### src/wht_pkg.sv
// Shared types and constants for the water heater thermostat.
// No dependencies; imported by wht_core and water_heater_thermostat.
`default_nettype none
package wht_pkg;

  // Item and register codes
  localparam logic [1:0] OP_TICK  = 2'd0;
  localparam logic [1:0] OP_POWER = 2'd1;
  localparam logic [1:0] OP_UP    = 2'd2;
  localparam logic [1:0] OP_DOWN  = 2'd3;

  localparam logic REG_TICKS_PER_SAMPLE = 1'b0;
  localparam logic REG_INITIAL_SETPOINT = 1'b1;

  // Timing constants, counted in samples
  localparam int unsigned WINDOW_SAMPLES          = 10;
  localparam int unsigned SETTING_TIMEOUT_SAMPLES = 50;
  localparam logic [3:0]  BLINK_SAMPLES           = 4'd10;

  // Window average: divide by reciprocal multiply, 15 fraction bits
  localparam int unsigned RECIP_SHIFT = 15;
  localparam logic [15:0] WIN_RECIP =
    16'(((1 << RECIP_SHIFT) + WINDOW_SAMPLES - 1) / WINDOW_SAMPLES);

  // Setpoint range and dead band
  localparam logic [7:0] SP_MIN  = 8'd35;
  localparam logic [7:0] SP_MAX  = 8'd75;
  localparam logic [7:0] SP_STEP = 8'd5;
  localparam logic [8:0] BAND    = 9'd5;

  // Reset values of the configuration registers
  localparam logic [15:0] TICKS_RESET    = 16'd4;
  localparam logic [6:0]  SETPOINT_RESET = 7'd60;

  typedef enum logic [1:0] {
    HM_IDLE = 2'd0,
    HM_HEAT = 2'd1,
    HM_COOL = 2'd2
  } heat_mode_e;

  typedef struct packed {
    logic [15:0] prescale_count;
    logic [11:0] sample_sum;
    logic [3:0]  samples_in_window;
    logic [7:0]  average_temp;
    logic [7:0]  last_sample;
    logic [6:0]  setpoint;
    logic        powered;
    logic        setting_mode;
    logic [5:0]  setting_timeout;
    heat_mode_e  heat_mode;
    logic [3:0]  display_blink_count;
    logic        display_phase;
    logic [3:0]  led_blink_count;
    logic        led_phase;
  } wht_state_t;

  typedef struct packed {
    logic       heater_on;
    logic       cooler_on;
    logic       indicator_on;
    logic [7:0] display_value;
    logic       display_lit;
    logic       setting_active;
    logic       save_request;
    logic [6:0] setpoint_out;
  } wht_result_t;

endpackage
`default_nettype wire

### src/wht_core.sv
// Thermostat state registers and the single-pass next-state/result logic.
// Depends on wht_pkg.
`default_nettype none
module wht_core (
  input  wire logic                clk_i,
  input  wire logic                rst_ni,
  input  wire logic                step_i,
  input  wire logic [1:0]          op_i,
  input  wire logic [7:0]          smp_i,
  input  wire logic                cfg_we_i,
  input  wire logic                cfg_idx_i,
  input  wire logic [15:0]         cfg_data_i,
  output wht_pkg::wht_result_t     res_o
);
  import wht_pkg::*;

  wht_state_t  s_q, s_d;
  logic [15:0] tps_q;

  logic [15:0] pc_inc;
  logic [11:0] sum_inc;
  logic [3:0]  win_inc;
  logic [3:0]  dbc_inc;
  logic [3:0]  lbc_inc;
  logic [5:0]  to_inc;
  logic [27:0] avg_prod;
  logic [7:0]  sp_up;
  logic [7:0]  sp_dn;
  logic [8:0]  avg_band;
  logic [8:0]  sp_band;
  logic        save;

  // Window sum times reciprocal gives the average
  assign sum_inc  = s_q.sample_sum + 12'(smp_i);
  assign avg_prod = 28'(sum_inc) * 28'(WIN_RECIP);

  // Next state for one item
  always_comb begin
    s_d     = s_q;
    save    = 1'b0;
    pc_inc  = s_q.prescale_count + 16'd1;
    win_inc = s_q.samples_in_window + 4'd1;
    to_inc  = s_q.setting_timeout + 6'd1;
    dbc_inc = s_q.display_blink_count + 4'd1;
    lbc_inc = s_q.led_blink_count + 4'd1;
    sp_up   = {1'b0, s_q.setpoint} + SP_STEP;
    sp_dn   = {1'b0, s_q.setpoint} - SP_STEP;

    case (op_i)
      OP_TICK: begin
        s_d.prescale_count = pc_inc;
        if (pc_inc == tps_q) begin
          s_d.prescale_count    = '0;
          s_d.last_sample       = smp_i;
          s_d.sample_sum        = sum_inc;
          s_d.samples_in_window = win_inc;
          if (s_q.setting_mode) begin
            s_d.setting_timeout = to_inc;
          end
          if (s_q.powered && s_q.setting_mode) begin
            s_d.display_blink_count = dbc_inc;
          end
          if (s_q.heat_mode == HM_HEAT) begin
            s_d.led_blink_count = lbc_inc;
          end
          if (s_d.display_blink_count == BLINK_SAMPLES) begin
            s_d.display_phase       = ~s_q.display_phase;
            s_d.display_blink_count = '0;
          end
          if (s_d.led_blink_count == BLINK_SAMPLES) begin
            s_d.led_phase       = ~s_q.led_phase;
            s_d.led_blink_count = '0;
          end
          if (win_inc == 4'(WINDOW_SAMPLES)) begin
            s_d.average_temp      = avg_prod[RECIP_SHIFT +: 8];
            s_d.sample_sum        = '0;
            s_d.samples_in_window = '0;
          end
          if (s_q.setting_mode && s_d.setting_timeout == 6'(SETTING_TIMEOUT_SAMPLES)) begin
            s_d.setting_mode    = 1'b0;
            s_d.setting_timeout = '0;
          end
        end
      end
      OP_POWER: begin
        s_d.powered = ~s_q.powered;
      end
      OP_UP, OP_DOWN: begin
        if (!s_q.setting_mode) begin
          s_d.setting_mode = 1'b1;
        end else begin
          save                = 1'b1;
          s_d.setting_timeout = '0;
          if (op_i == OP_UP) begin
            if (sp_up > SP_MAX)      s_d.setpoint = SP_MAX[6:0];
            else if (sp_up < SP_MIN) s_d.setpoint = SP_MIN[6:0];
            else                     s_d.setpoint = sp_up[6:0];
          end else begin
            // below the step, or landing under the floor, both clamp to min
            if ({1'b0, s_q.setpoint} < SP_MIN + SP_STEP) s_d.setpoint = SP_MIN[6:0];
            else if (sp_dn > SP_MAX)                     s_d.setpoint = SP_MAX[6:0];
            else                                         s_d.setpoint = sp_dn[6:0];
          end
        end
      end
      default: begin
        s_d = s_q;
      end
    endcase

    // Bang-bang control with dead band
    avg_band = {1'b0, s_d.average_temp} + BAND;
    sp_band  = {2'b00, s_d.setpoint} + BAND;
    if (!s_d.powered) begin
      s_d.heat_mode = HM_IDLE;
      s_d.led_phase = 1'b0;
    end else if (avg_band <= {2'b00, s_d.setpoint}) begin
      s_d.heat_mode = HM_HEAT;
    end else if ({1'b0, s_d.average_temp} >= sp_band) begin
      s_d.heat_mode = HM_COOL;
      s_d.led_phase = 1'b1;
    end
  end

  // Result describes the state after the item
  always_comb begin
    res_o.heater_on      = s_d.powered && (s_d.heat_mode == HM_HEAT);
    res_o.cooler_on      = s_d.powered && (s_d.heat_mode == HM_COOL);
    res_o.indicator_on   = s_d.powered && s_d.led_phase;
    res_o.display_value  = s_d.setting_mode ? {1'b0, s_d.setpoint} : s_d.last_sample;
    res_o.display_lit    = s_d.powered && (!s_d.setting_mode || s_d.display_phase);
    res_o.setting_active = s_d.setting_mode;
    res_o.save_request   = save;
    res_o.setpoint_out   = s_d.setpoint;
  end

  // State and configuration registers
  always_ff @(posedge clk_i or negedge rst_ni) begin
    if (!rst_ni) begin
      s_q   <= '{setpoint: SETPOINT_RESET, heat_mode: HM_IDLE, display_phase: 1'b1,
                 default: '0};
      tps_q <= TICKS_RESET;
    end else if (cfg_we_i) begin
      if (cfg_idx_i == REG_TICKS_PER_SAMPLE) begin
        tps_q <= cfg_data_i;
      end else begin
        s_q.setpoint <= cfg_data_i[6:0];
      end
    end else if (step_i) begin
      s_q <= s_d;
    end
  end

endmodule
`default_nettype wire

### src/water_heater_thermostat.sv
// Water heater thermostat top level: input register, core, result register.
// Depends on wht_pkg and wht_core.
// A word taken into the input register passes through the core into the result register.
// Throughput: one word per cycle; a stalled result holds one more word in the
// input register, then in_ready_o drops until the result is taken.
// Reset: asynchronous, clears all control state but display_phase (set), setpoint 60, sample period 4.
`default_nettype none
module water_heater_thermostat (
  input  wire logic        clk_i,
  input  wire logic        rst_ni,
  input  wire logic        in_valid_i,
  output wire logic        in_ready_o,
  input  wire logic [1:0]  operation_i,
  input  wire logic [7:0]  sensor_sample_i,
  output wire logic        out_valid_o,
  input  wire logic        out_ready_i,
  output wire logic        heater_on_o,
  output wire logic        cooler_on_o,
  output wire logic        indicator_on_o,
  output wire logic [7:0]  display_value_o,
  output wire logic        display_lit_o,
  output wire logic        setting_active_o,
  output wire logic        save_request_o,
  output wire logic [6:0]  setpoint_out_o,
  input  wire logic        cfg_we_i,
  input  wire logic        cfg_idx_i,
  input  wire logic [15:0] cfg_data_i
);
  import wht_pkg::*;

  logic        in_valid_q;
  logic [1:0]  op_q;
  logic [7:0]  smp_q;
  logic        out_valid_q;
  wht_result_t res_q;
  wht_result_t res;
  logic        advance;

  // Word moves from input register to result register
  assign advance    = in_valid_q && (!out_valid_q || out_ready_i);
  assign in_ready_o = !in_valid_q || advance;

  // Input register
  always_ff @(posedge clk_i or negedge rst_ni) begin
    if (!rst_ni) begin
      in_valid_q <= 1'b0;
    end else if (in_ready_o) begin
      in_valid_q <= in_valid_i;
    end
  end

  always_ff @(posedge clk_i) begin
    if (in_valid_i && in_ready_o) begin
      op_q  <= operation_i;
      smp_q <= sensor_sample_i;
    end
  end

  wht_core u_core (
    .clk_i      (clk_i),
    .rst_ni     (rst_ni),
    .step_i     (advance),
    .op_i       (op_q),
    .smp_i      (smp_q),
    .cfg_we_i   (cfg_we_i),
    .cfg_idx_i  (cfg_idx_i),
    .cfg_data_i (cfg_data_i),
    .res_o      (res)
  );

  // Result register
  always_ff @(posedge clk_i or negedge rst_ni) begin
    if (!rst_ni) begin
      out_valid_q <= 1'b0;
    end else if (advance) begin
      out_valid_q <= 1'b1;
    end else if (out_ready_i) begin
      out_valid_q <= 1'b0;
    end
  end

  always_ff @(posedge clk_i) begin
    if (advance) begin
      res_q <= res;
    end
  end

  assign out_valid_o      = out_valid_q;
  assign heater_on_o      = res_q.heater_on;
  assign cooler_on_o      = res_q.cooler_on;
  assign indicator_on_o   = res_q.indicator_on;
  assign display_value_o  = res_q.display_value;
  assign display_lit_o    = res_q.display_lit;
  assign setting_active_o = res_q.setting_active;
  assign save_request_o   = res_q.save_request;
  assign setpoint_out_o   = res_q.setpoint_out;

endmodule
`default_nettype wire
### config.mk
export PLATFORM = sky130hd
export DESIGN_NAME = water_heater_thermostat
export DESIGN_NICKNAME = d
export VERILOG_FILES = /design/src/wht_pkg.sv /design/src/wht_core.sv /design/src/water_heater_thermostat.sv
export SDC_FILE = /design/constraint.sdc
export NUM_CORES = 1
export LEC_CHECK = 0
export ABC_AREA = 1
export BUFFER_PORTS_ARGS = -buffer_cell sky130_fd_sc_hd__buf_2
export CORE_MARGIN = 8
export CORE_UTILIZATION = 38
export DETAILED_ROUTE_END_ITERATION = 16
export GPL_ROUTABILITY_DRIVEN = 1
export GPL_TIMING_DRIVEN = 0
export HOLD_SLACK_MARGIN = 0.03
export PLACE_DENSITY_LB_ADDON = 0.2
export SYNTH_ARGS = -nofsm -noshare
export SYNTH_HDL_FRONTEND = slang
export SYNTH_SLANG_ARGS = --single-unit
export TNS_END_PERCENT = 50
### constraint.sdc
create_clock -name clk_i -period 8.8 [get_ports clk_i]
set_clock_uncertainty 0.1 [all_clocks]
set_input_delay 0.44 -clock clk_i [delete_from_list [all_inputs] [get_ports clk_i]]
set_output_delay 0.44 -clock clk_i [all_outputs]
set_load 0.05 [all_outputs]
; ---- Yosys cells after proc, flatten, opt, wreduce, memory -nomap -nowiden
; Index checks and enable logic that the tools add are counted.
[word_totals]
out_inout_bits = 23
mem_bits_ro = 0
memories = 0
elab_cells = 130
reg_bits = 124
ramBits = 0
latch_bits = 0
in_bits = 32
[op_classes]
bitwise = 5
muxes = 41
n_lt_le_gt_ge = 6
shift = 0
div_mod_pow = 0
addsub = 10
reduce_logical = 25
mul = 1
n_eq_ne = 14
[op_table]
columns = operator, count
row1 = $mux 7, 12
row2 = $mux 48, 1
row3 = $mux 27, 1
row4 = $mux 24, 1
row5 = $mux 4, 6
row6 = $mux 6, 4
row7 = $mul 12x12->23 const B, 1
row8 = $mux 10, 2
row9 = $add 16x1->16 const B, 1
row10 = $add 7x3->8 const B, 2
row11 = $eq 16x16->1, 1
row12 = $gt 8x7->1 const B, 2
row13 = $mux 16, 1
row14 = $pmux 7 s2, 1
row15 = $add 12x8->12, 1
row16 = $add 4x1->4 const B, 3
row17 = $eq 4x4->1 const B, 3
row18 = $mux 5, 2
row19 = $add 8x3->9 const B, 1
row20 = $le 9x7->1, 1
row21 = $ge 8x8->1, 1
row22 = $logic_and 1x1->1, 8
row23 = $lt 8x6->1 const B, 1
row24 = $sub 7x3->8 const B, 1
row25 = 18 further kinds, 44

; ---- Longest topological paths before layout
[depth]
depth_word = 14
depth_mapped = 53
mapped_depth_nobuf = 53

; ---- By module
; Synthesis repeated with hierarchy kept, for this count alone.
[unflattened]
cells_unflattened = 1286
hier_area_um2 = 10314.9
[modules_own_cells]
columns = mod, n_inst, cells_per_inst, area_per_inst_um2, seq_area_each_um2
row1 = wht_core, 1, 1243, 9288.9, 2284.7
row2 = water_heater_thermostat, 1, 43, 1026.0, 980.9

; ---- Worst setup path after synthesis
; OpenSTA, ideal clock, no wires.
[synth_timing]
path_kind = reg2reg
start = register smp_q[0]
end = register res_q, in the netlist cooler_on_o, data pin
setup_slack_ns = 1.030
path_stages_with_launch = 41
t_required_ns = 8.444
setup_time_ns = 0.256
arrival_time_ns = 7.414
path_cell_list = edfxtp_1 -> ha_1 -> fa_1 -> nand2_1 -> inv_1 -> nand2_1 -> nand2_1 -> nand2_1 -> nand2_1 -> a21oi_1 -> nor2_1 -> o21ai_0 -> nand2_1 -> xor2_1 -> ha_1 -> fa_1 -> fa_1 -> inv_1 -> [5 not listed] -> o21ai_0 -> a21oi_1 -> nand2_1 -> xor2_1 -> nand4_1 -> nand2_2 -> inv_1 -> ha_1 -> o21a_1 -> o21a_1 -> o21a_1 -> o21a_1 -> o21a_1 -> o21ai_0 -> nand2_1 -> or2_2 -> nand3_2 -> nor2_1
[synth_rtl]
columns = item, line
row1 = from (decl), water_heater_thermostat.sv:33  ; logic [7:0] smp_q;
row2 = from (signal assigned), water_heater_thermostat.sv:55  ; smp_q <= sensor_sample_i;
row3 = to (signal assigned), water_heater_thermostat.sv:84  ; res_q <= res;
row4 = to (decl), water_heater_thermostat.sv:35  ; wht_result_t res_q;

==> out/qor.yml <==
rr_worst_depth: 41
placed_area_mm2: 0.0111
design.die.area_mm2: 0.0329
synth.area.top_cells: "dfrtp_1 21%, ha_1 14%, nand2_1 9.5%, edfxtp_1 9.0%, inv_1 8.4%"
drt_pass1_iterations: 5
grtUsageTotal_pct: 16.1
netlist_instances: 1308
coreArea_mm2: 0.0269
path_delay_family: "adder cells"
synth_top_area_cell: "dfrtp_1"
ff2ff_setup_slack_ns: 0.58
ys.warnings.count: 0
synth_cell_types: 47
dieWidth_um: 181
outcome: "finished clean"
crit_top_cell: "nand2_1"
min-delay-start: "sensor_sample_i[7]"
clkTransAtPathRegs_ns: 0.06
dpl_worst_slack_ns: -0.0808
setup_viol: 0
hold_class: "primary input to register"
clkLatencyLatePin_ns: 0.43
antenna_found_initial: 0
grt_max_degree: 52
grt_overflow: 0
place.gp.congestion: 0.831
hold_viol: 0
root_buffer: "clkbuf_16"
worstReg2RegStart: "smp_q[0]$_DFFE_PP_"
cts_tree: "built"
r2r-end: "cooler_on_o$_DFFE_PP_"
cts_max_level: 4
max_cap_viol_count: 0
synth_area_mm2: 0.0104
startpoint: "smp_q[0]$_DFFE_PP_"
crit_slowest_cell: "fa_1"
avgSynthCellArea_um2: 7.95
maxSlewViolCount: 0
portBuffers: 54
hold_depth: 1
tritoncts.num_buffers: 17
post_drt_wl_per_cell_um: 14.7
grt_pass1_wl_mm: 42.9
seq_area_mm2: 0.00327
layout-drive-gt1-share_pct: 13.6
synth_edf_count: 31
vias: 8670
critPathLaunchType: "register"
hold_path_end: "smp_q[7]$_DFFE_PP_"
async_reset_ff_share_pct: 75.0
drc: 0
cp.required_ns: 8.88
synth.top_cell.area_share_pct: 20.9
layout.nets: 1573
area_growth_pct: 14.5
cts_buffer_depth: 2
worst_pin_slew_ns: 0.922
worst-setup-path-type: "register to register"
hpwl_mm: 20.4
final.period_utilization_pct: 93.4
drtIter0Drc: 617
fillers: 2745
cts_sinks: 124
p_leak_nw: 6.16
power.density_mw_per_mm2: 249
slew_headroom_pct: 37.9
synth_seq_cells: 124
endpoint_kind: "register"
hold_slack_ns: 0.0775
synthFlopType: "dfrtp_1"
row_count: 60
synth_seq_area_share_pct: 31.4
drt_wl_total_mm: 25.7
first_global_vias: 8709
peakVddDrop_v: 0.000120
antenna_left: 0
crit_buf_inv: 4
period_minus_slack_ns: 8.22
critical_path_arrival_ns: 8.30
antenna_cells: 0
crit_path_max_fanout: 5
initial_core_util_pct: 38.7
rsz0062_at_grt: "no"
synth_fp_nets: 1490
multi_input_area_mm2: 0.00629
slowest_delay_ns: 0.54
ios: 55
finish.instance_area_mm2: 0.0119
die_y_um: 181
timing.fmax_mhz: 122
setup_ws_ns: 0.585
via_per_inst: 4.97
## power breakdown
group          internal, mW  switching (mW)
combinational         0.516           0.969
clock                 0.416           0.279
sequential            0.704          0.0840
## metal layers
layer  global-route usage, %  wire length (um)
met5                       0                 0
met4                    4.49               352
met3                    3.01               755
met2                    26.9             12200
met1                    20.9             12300
## worst max-delay path by stage
stage,endpoint,slack [ns],cells past startpoint
2_1_floorplan,cooler_on_o$_DFFE_PP_,1.03,40
3_3_place_gp,heater_on_o$_DFFE_PP_,-0.01,43
3_5_place_dp,heater_on_o$_DFFE_PP_,-0.08,43
4_1_cts,cooler_on_o$_DFFE_PP_,0.06,50
5_1_grt,heater_on_o$_DFFE_PP_,0.01,43
6_report,cooler_on_o$_DFFE_PP_,0.58,41
## sequential cells by signal, indices dropped and copies added (netlist names)
signal            cells
save_request_o        1
setpoint_out_o        7
u_core.s_q           75
cooler_on_o           1
in_valid_q            1
display_value_o       8
setting_active_o      1
out_valid_o           1
indicator_on_o        1
display_lit_o         1
u_core.tps_q         16
op_q                  2
heater_on_o           1
smp_q                 8
## synth_stat cells, drive strengths merged, types with 13 or more instances
library cell	count
ha	114
o22ai	22
nand3	85
nand2	289
xor2	40
nand4	23
a21oi	49
xnor2	14
inv	237
nor2	104
dfrtp	87
clkbuf	15
or2	13
fa	36
edfxtp	31
o21ai	85
## logic make-up (layout without fill, tap and decap cells)
family / count (synthesis) / count (layout) / share of synthesized area, %
DFF: 124 / 124 / 31.4
xor gates and xnor gates: 54 / 54 / 4.55
buffers and inverters: 258 / 354 / 9.36
adders and majority gates: 150 / 150 / 20.7
and+or+nand+nor: 530 / 530 / 23.3
AOI/OAI and AO/OA: 189 / 189 / 10.4
muxes: 3 / 3 / 0.325
## per-stage QoR
stage / TNS, ns / instances / power, mW / utilization (%)
global route: 0 / 1745 / 3.25 / 44.3
detailed placement: -0.124 / 1704 / 2.26 / 41.4
floorplan: 0 / 1308 / 1.90 / -
finish: 0 / 1745 / 2.97 / 44.3
CTS: 0 / 1737 / 2.97 / 43.6
global placement: -0.0124 / 1703 / 2.24 / 41.3
## repair_timing
| item | 4_1_cts | 5_1_grt |
|---|---|---|
| hold buffers | 1 | 0 |
| pin swaps | 0 | 8 |
| endpoints found under the setup margin | 3 | 6 |
| setup buffers | 0 | 8 |
| hold endpoints to repair | 37 | 0 |
| resized for setup | 1 | 23 |
## cell usage in the layout (no fill, tap or decap), drive strengths merged, types with 3 or more instances in the layout
master,Yosys,routed
o21ai,85,85
buf,4,67
nand2,289,289
mux2,3,3
o21bai,4,4
o22ai,22,22
o211ai,6,6
ha,114,114
edfxtp,31,31
or2,13,13
xor2,40,40
dfstp,6,6
nand4,23,23
clkbuf,15,33
clkinv,2,7
nor3,6,6
clkinvlp,0,4
nand3,85,85
xnor2,14,14
dfrtp,87,87
nor2,104,104
o21a,6,6
nand3b,6,6
inv,237,240
o221ai,3,3
fa,36,36
a31oi,3,3
a21oi,49,49
## worst register-to-register path: cells and delay by family, from the launching register on
family	cells	cell delay [ns]
AOI/OAI and AO/OA	9	1.42
xor gates and xnor gates	2	0.42
adders and majority gates	9	3.47
buffers and inverters	4	0.22
DFF	1	0.42
and+or+nand+nor	17	1.93
## area by class of cell
type                    count  area share (%)
inverters                 239            7.54
clock inverters            14            1.22
repair buffers             64            3.11
plain buffers              19           0.641
multi-input cells         926            52.8
well taps                 341            3.59
clock buffers              18            3.61
flip-flops and latches    124            27.4
Power figures use the tool's default switching activity.
